===== src/rtl/oets_pkg.sv =====
// oets_pkg: shared types and constants for the odd-even transposition sorter
// no dependencies; imported by the controller, datapath and top level

package oets_pkg;

  // width of one list element
  localparam int unsigned DATA_W = 32;

  // controller states
  typedef enum logic [1:0] {
    ST_LOAD,
    ST_SORT,
    ST_EMIT
  } state_t;

  // commands from the controller to the datapath
  typedef struct packed {
    logic load;   // push the incoming value in at the bottom of the row
    logic sort;   // run one compare-exchange phase
    logic odd;    // phase parity: pairs (1,2),(3,4),... when set
    logic shift;  // drop the bottom element after an output transfer
  } dp_cmd_t;

endpackage : oets_pkg


===== src/rtl/oets_ctrl.sv =====
// oets_ctrl: state machine for load, sort phases and emit of one list
// depends on oets_pkg (state_t, dp_cmd_t)

module oets_ctrl #(
  parameter int unsigned MAX_ITEMS = 16
) (
  input  logic                                  clk,
  input  logic                                  rst,
  input  logic                                  in_valid,
  output logic                                  in_stall,
  input  logic                                  is_last,
  output logic                                  out_valid,
  input  logic                                  out_stall,
  output logic                                  end_of_list,
  output oets_pkg::dp_cmd_t                     cmd,
  output logic [$clog2(MAX_ITEMS + 1) - 1:0]    count
);
  import oets_pkg::*;

  localparam int unsigned CW = $clog2(MAX_ITEMS + 1);

  state_t          state;
  state_t          state_next;
  logic [CW - 1:0] count_next;
  logic [CW - 1:0] phase;
  logic [CW - 1:0] phase_next;
  logic            in_xfer;
  logic            out_xfer;
  logic            room;
  logic            last_phase;

  assign in_xfer    = in_valid && (state == ST_LOAD);
  assign out_xfer   = (state == ST_EMIT) && !out_stall;
  assign room       = count < CW'(MAX_ITEMS);
  assign last_phase = phase == (count - CW'(1));

  // next state
  always_comb begin
    state_next = state;
    case (state)
      ST_LOAD: begin
        if (in_valid && is_last) state_next = ST_SORT;
      end
      ST_SORT: begin
        if (last_phase) state_next = ST_EMIT;
      end
      ST_EMIT: begin
        if (out_xfer && (count == CW'(1))) state_next = ST_LOAD;
      end
      default: begin
        state_next = ST_LOAD;
      end
    endcase
  end

  // outputs and datapath commands
  always_comb begin
    in_stall    = 1'b1;
    out_valid   = 1'b0;
    end_of_list = 1'b0;
    cmd         = '0;
    case (state)
      ST_LOAD: begin
        in_stall = 1'b0;
        cmd.load = in_xfer && room;
      end
      ST_SORT: begin
        cmd.sort = 1'b1;
        cmd.odd  = phase[0];
      end
      ST_EMIT: begin
        out_valid   = 1'b1;
        end_of_list = count == CW'(1);
        cmd.shift   = out_xfer;
      end
      default: begin
        in_stall = 1'b1;
      end
    endcase
  end

  // element count and phase counter
  always_comb begin
    count_next = count;
    phase_next = phase;
    if (cmd.load) count_next = count + CW'(1);
    if (state == ST_SORT) phase_next = last_phase ? '0 : phase + CW'(1);
    if (out_xfer) count_next = count - CW'(1);
  end

  always_ff @(posedge clk) begin
    if (rst) begin
      state <= ST_LOAD;
      count <= '0;
      phase <= '0;
    end else begin
      state <= state_next;
      count <= count_next;
      phase <= phase_next;
    end
  end

endmodule : oets_ctrl


===== src/rtl/oets_dp.sv =====
// oets_dp: row of element registers with a compare-exchange network
// depends on oets_pkg (DATA_W, dp_cmd_t)

module oets_dp #(
  parameter int unsigned MAX_ITEMS = 16
) (
  input  logic                                  clk,
  input  oets_pkg::dp_cmd_t                     cmd,
  input  logic [$clog2(MAX_ITEMS + 1) - 1:0]    count,
  input  logic signed [oets_pkg::DATA_W - 1:0]  value,
  output logic signed [oets_pkg::DATA_W - 1:0]  sorted_value
);
  import oets_pkg::*;

  localparam int unsigned CW = $clog2(MAX_ITEMS + 1);

  logic signed [DATA_W - 1:0] store      [MAX_ITEMS];
  logic signed [DATA_W - 1:0] store_next [MAX_ITEMS];

  // load pushes up, a phase swaps out-of-order disjoint pairs, emit shifts down
  always_comb begin
    for (int k = 0; k < MAX_ITEMS; k++) begin
      store_next[k] = store[k];
    end
    if (cmd.load) begin
      store_next[0] = value;
      for (int k = 1; k < MAX_ITEMS; k++) begin
        store_next[k] = store[k - 1];
      end
    end else if (cmd.sort) begin
      for (int k = 0; k + 1 < MAX_ITEMS; k++) begin
        if ((((k & 1) != 0) == cmd.odd) && (CW'(k + 1) < count)
            && (store[k] > store[k + 1])) begin
          store_next[k]     = store[k + 1];
          store_next[k + 1] = store[k];
        end
      end
    end else if (cmd.shift) begin
      for (int k = 0; k + 1 < MAX_ITEMS; k++) begin
        store_next[k] = store[k + 1];
      end
    end
  end

  always_ff @(posedge clk) begin
    for (int k = 0; k < MAX_ITEMS; k++) begin
      store[k] <= store_next[k];
    end
  end

  // once sorted, the smallest remaining element sits at the bottom
  assign sorted_value = store[0];

endmodule : oets_dp


===== src/rtl/odd_even_transposition_sort.sv =====
// odd_even_transposition_sort: top level joining controller and datapath
// depends on oets_pkg, oets_ctrl, oets_dp
//
// Usage:
//   Input channel (in_valid, in_stall, value, is_last) carries one list
//   element per transfer. Up to MAX_ITEMS elements are held; further ones
//   are dropped but their is_last flag still acts. A transfer with is_last
//   set closes the list and starts the sort.
//   Sorting runs n compare-exchange phases, one per cycle, each across all
//   pairs of one parity at once (n = elements held). The output channel
//   (out_valid, out_stall, sorted_value, end_of_list) then presents the n
//   elements in ascending order, one per cycle when not stalled, with
//   end_of_list on the final one.
//   The first result is valid once the last sort phase has run.
//   in_stall is high after the final input transfer until the last result
//   has been taken, so one list is in flight at a time.
//   A stall on the output holds the current result and the whole block.
//   Synchronous reset empties the list and returns to loading; element
//   registers are not cleared.

module odd_even_transposition_sort #(
  parameter int unsigned MAX_ITEMS = 16
) (
  input  logic                                  clk,
  input  logic                                  rst,
  input  logic                                  in_valid,
  output logic                                  in_stall,
  input  logic signed [oets_pkg::DATA_W - 1:0]  value,
  input  logic                                  is_last,
  output logic                                  out_valid,
  input  logic                                  out_stall,
  output logic signed [oets_pkg::DATA_W - 1:0]  sorted_value,
  output logic                                  end_of_list
);
  import oets_pkg::*;

  localparam int unsigned CW = $clog2(MAX_ITEMS + 1);

  dp_cmd_t         cmd;
  logic [CW - 1:0] count;

  // sequencing of load, sort and emit
  oets_ctrl #(
    .MAX_ITEMS (MAX_ITEMS)
  ) u_ctrl (
    .clk         (clk),
    .rst         (rst),
    .in_valid    (in_valid),
    .in_stall    (in_stall),
    .is_last     (is_last),
    .out_valid   (out_valid),
    .out_stall   (out_stall),
    .end_of_list (end_of_list),
    .cmd         (cmd),
    .count       (count)
  );

  // element row and exchange network
  oets_dp #(
    .MAX_ITEMS (MAX_ITEMS)
  ) u_dp (
    .clk          (clk),
    .cmd          (cmd),
    .count        (count),
    .value        (value),
    .sorted_value (sorted_value)
  );

endmodule : odd_even_transposition_sort


===== config.mk =====
export PLATFORM = sky130hd
export DESIGN_NAME = odd_even_transposition_sort
export DESIGN_NICKNAME = d
export VERILOG_FILES = /design/src/rtl/oets_pkg.sv /design/src/rtl/oets_ctrl.sv /design/src/rtl/oets_dp.sv /design/src/rtl/odd_even_transposition_sort.sv
export SDC_FILE = /design/constraint.sdc
export NUM_CORES = 1
export LEC_CHECK = 0
export ABC_CLOCK_PERIOD_IN_PS = 4550
export BUFFER_PORTS_ARGS = -buffer_cell sky130_fd_sc_hd__buf_4
export CORE_ASPECT_RATIO = 1.75
export CORE_MARGIN = 5
export CORE_UTILIZATION = 58
export DETAILED_ROUTE_END_ITERATION = 7
export PLACE_DENSITY = 0.78
export SETUP_SLACK_MARGIN = 0.2
export SLEW_MARGIN = 30
export SYNTH_ARGS = -nofsm -noshare
export SYNTH_HDL_FRONTEND = slang
export SYNTH_SLANG_ARGS = --single-unit

===== constraint.sdc =====
create_clock -name clk -period 4.55 [get_ports clk]
set_clock_uncertainty 0.2 [all_clocks]
set_input_delay 0.455 -clock clk [delete_from_list [all_inputs] [get_ports clk]]
set_output_delay 0.455 -clock clk [all_outputs]
set_load 0.03 [all_outputs]

### Yosys cells after proc, flatten, opt, wreduce, memory -nomap -nowiden

Memory sizes are Yosys's and may differ from the RTL's.
Cells that the tools add are included.

* eq/ne operators: 7
* order comparisons: 31
* multiplexer cells: 42
* bitwise gates (word level): 1
* add/subtract/negate cells: 3
* reduce and logical (&&, ||, !) cells: 39

Operators with widths (number)
* $mux W64: 25
* $mux W480: 2
* $mux W512: 1
* $gt A32 B32 Y1: 15
* $lt A4 B5 Y1 const A: 8
* $logic_and A1 B1 Y1: 35
* $mux W32: 1
* $lt A3 B5 Y1 const A: 4
* $mux W5: 3
* $add A5 B1 Y5 const B: 2
* $lt A2 B5 Y1 const A: 2
* $mux W2: 4
* $pmux W2 S3: 1
* $eq A5 B1 Y1 const B: 1
* $eq A5 B5 Y1: 1
* $lt A1 B5 Y1 const A: 1
* $lt A5 B5 Y1 const B: 1
* $mux W1: 5
* $sub A5 B1 Y5 const B: 1
* $ne A2 B2 Y1 const B: 2
* $reduce_and A3 Y1: 1
* $eq A2 B1 Y1 const B: 1
* $eq A2 B2 Y1 const B: 1
* $logic_not A2 Y1: 1
* 4 further kinds: 4

* bits in writable memories: 512
* register bits: 12
* memories: 1
* word-level logic and storage cells: 127
* input port bits: 37

Memory list
* u_dp.store: depth 16, width 32, read ports 16, clocked after memory_dff 0, wr ports 16, RTL line oets_dp.sv:17 `logic signed [DATA_W - 1:0] store [MAX_ITEMS];`

### Depth between registers and ports, before layout

* depth after elaboration: 32
* gate-level depth with buffers: 12

### Cells and area by module

From an unflattened synthesis, not the netlist that was laid out.

* cells, all modules: 3215
* area, all modules: 34868.4 µm²

Modules (own cells, without submodules)
* oets_dp: cells an instance 3126, area each 34053.9 µm², times used 1
* oets_ctrl: cells an instance 89, area each 814.5 µm², times used 1

### Least setup slack after synthesis

No wires, ideal clock.

* path type: flip-flop to flip-flop
* start point: memory u_dp.store[14][30] (netlist: u_dp.store[7][30])
* end point: memory u_dp.store[15][0] (netlist: u_dp.store[7][32]) (enable)
* setup time: 466 ps
* setup slack: -45 ps
* buffers on the path: 0
* stages on the path, launching flop included: 9
* period minus slack after synthesis: 4595 ps
* arrival time: 3929 ps
* cell sequence: edfxtp_1 -> ha_1 -> a21oi_1 -> nand2_1 -> a221o_1 -> nor3_1 -> and3b_1 -> a21oi_2 -> o21ai_0

RTL lines (RTL line)
* from (decl): oets_dp.sv:17

==> metrics.yaml <==
status: "finished clean"
synthMuxAreaShare: 0.0114
cp.required_ps: 4680
holdBufCountCts: 33
drt_first_pass_iters: 6
io_buffers: 71
h-tree-depth: 2
synth_compound_area_frac: 0.197
ant_nets: 0
power_density_nw_per_um2: 431
die_w_um: 193
synth_top_area_share: 0.451
peakVddDrop_mv: 0.366
vias: 25397
final_cells: 4030
drtIter0Drc: 1830
cts.sinks: 524
timing.fmax_ghz: 0.242
synth_top_family_by_area: "compound AO/OA/AOI/OAI gates"
overflow: 0
yosys.area_share.simple: 0.0761
cp_cell_sequence: "inv_1 > ha_1 > and4_1 > nand4_1 > nor4_1 > nand2_1 > o21ai_1 > inv_2 > a21oi_4 > buf_4 > mux2_1"
cts_tree: "yes"
slowest_stage: "nor4_1"
hp-class: "in2reg"
post_cts_resized: 0
grt_pass1_vias: 26883
die_h_um: 331
antenna_cells: 0
max-clock-path-buffers: 3
drv_cap: 0
slew_viol_final: 0
cp_max_fo: 32
worst_ep_arrival_time_ps: 4260
r2r_slack_ps: 420
core-area_um2: 58300
initial_utilization: 0.586
synthAdderAreaFrac: 0.177
criticalPathCategory: "reg2reg"
p_leak_nw: 16.5
synth.most_common_cell: "edfxtp_1"
slew_headroom: 0.409
crit_path_start_kind: "flop"
avgSynthCellArea_um2: 10.8
area_delta_synth_final_pct: 10.3
cts_root_buf: "clkbuf_16"
async_reset_ff_frac: 0
seq_area_frac_synth: 0.458
setup_ws_ps: 422
drc: 0
grt_pass1_wl_mm: 134
antenna_found_initial: 0
syn_area_um2: 34100
placed_cells: 3908
finalCritPeriodShare: 0.907
synth-edff-count: 512
tns_ps: 0
worstMarginPinSlew_ps: 878
hpwlAfterDp_mm: 67.0
hold_viol_final: 0
min_period_ps: 4130
cts_buffers: 50
yosys-top-cells-area: "edfxtp_1, ha_1, a22o_1"
synthFlopType: "edfxtp_1"
grt_usage: 0.256
postCtsSetupRepairBufs: 0
rows: 117
setup_viol: 0
place_congestion: 0.920
path_buf_inv: 3
synth-xor-area-share: 0.00488
drt-total-wl_mm: 84.9
drive_above_1_share: 0.0746
yosysTopAreaCell: "edfxtp_1"
synthTopCellsByCount: "edfxtp_1, inv_1, ha_1"
cp-end-kind: "flop"
yosysWarnings: 0
ys_seq_elements: 524
ios: 72
cpLargestDelayFamily: "simple AND/OR/NAND/NOR gates"
cp_slowest_stage_delay_ps: 700
post-place-ws_ps: 404
netlist_instances: 3146
dieArea_um2: 64000
vias_per_cell: 6.30
clk_latency_ps: 580
rsz0062_at_grt: "no"
synth_cell_type_count: 75
clkTransAtPathRegs_ps: 60
synthesis.nets: 3667
grt_max_degree: 81
routedWlPerCell_um: 21.1
nNetsFinal: 3742
[layout by cell type, fill, tap and decap left out, drive strengths merged, types with 5 or more instances in the layout]
cell	n
edfxtp	512
inv	500
ha	484
a22o	386
a21oi	258
nand2	177
buf	134
o21ai	109
nand4	90
clkbuf	66
nand3	65
nor2	61
dlygate4sd3	33
a32o	32
mux2	32
a21o	27
nor4	25
nor3	22
o211ai	16
and4	14
a211oi	14
a31oi	14
a221o	12
xnor2	12
dfxtp	12
clkinv	12
a221oi	11
nor2b	11
xor2	7
nand2b	7
bufinv	7
o21a	6
o31ai	6
a211o	5
a22oi	5
or3	5
nor3b	5
a21boi	5
[kinds of logic (layout without fill, tap and decap cells)]
kind of cell	Yosys count	in the layout
AO/OA/AOI/OAI	928	928
XOR/XNOR	19	19
adder cells (fa/ha/maj)	484	484
buffers and inverters	644	755
flip-flops	524	524
multiplexers	35	35
AND/OR/NAND/NOR	512	512
[final cells by class]
class / count / area (µm²)
clock buffers: 66 / 1380
clock inverters: 22 / 282
fillers: 4501 / 20600
inverters: 500 / 1880
multi-input cells: 1978 / 16100
flip-flops and latches: 524 / 15600
well taps: 773 / 967
repair buffers: 167 / 1370
[stage by stage]
stage / util / total power (W) / instance area (µm²) / hold slack, ps
2_1_floorplan: - / 0.0104 / 34100 / 274
3_3_place_gp: 0.611 / 0.0115 / 35600 / 321
3_5_place_dp: 0.611 / 0.0119 / 35600 / 340
4_1_cts: 0.645 / 0.0162 / 37600 / 3.53
5_1_grt: 0.646 / 0.0171 / 37600 / 52.5
6_report: 0.646 / 0.0162 / 37600 / 24.2
[final timing paths]
check / from / end / depth (start not counted)
worst min register to register: u_ctrl.state[1]$_SDFFE_PP0P_ / u_ctrl.state[0]$_SDFFE_PP0P_ / 1
worst min-delay path: out_stall / u_ctrl.state[1]$_SDFFE_PP0P_ / 3
worst max-delay path: u_dp.store[1][31]$_DFFE_PP_ / u_dp.store[0][44]$_DFFE_PP_ / 11
worst max register to register: u_dp.store[1][31]$_DFFE_PP_ / u_dp.store[0][44]$_DFFE_PP_ / 11
[power breakdown]
group / switching (W) / internal [W]
Clock: 0.00181 / 0.00251
Sequential: 0.000851 / 0.00636
Combinational: 0.00272 / 0.00198
Total: 0.00538 / 0.0108
[state kept, by name (all words and copies together) (netlist names)]
| register | cells |
|---|---|
| u_ctrl.state | 2 |
| u_dp.store | 512 |
| u_ctrl.count | 5 |
| u_ctrl.phase | 5 |
[metal layers]
layer | track usage | up-vias | part of all wire
met5 | 0 | - | 0
met2 | 0.521 | 732 | 0.56
met3 | 0.0246 | 275 | 0.036
li1 | - | 12000 | -
met4 | 0.137 | 0 | 0.057
met1 | 0.252 | 12390 | 0.35
[worst reg2reg max path, stage by stage (launching register included)]
cell and delay, ps:
edfxtp_1 410, inv_1 60, ha_1 380, and4_1 290
nand4_1 230, nor4_1 700, nand2_1 110, o21ai_1 440
inv_2 120, a21oi_4 130, buf_4 410, mux2_1 400
No activity file was read; power rests on OpenSTA's default activity.
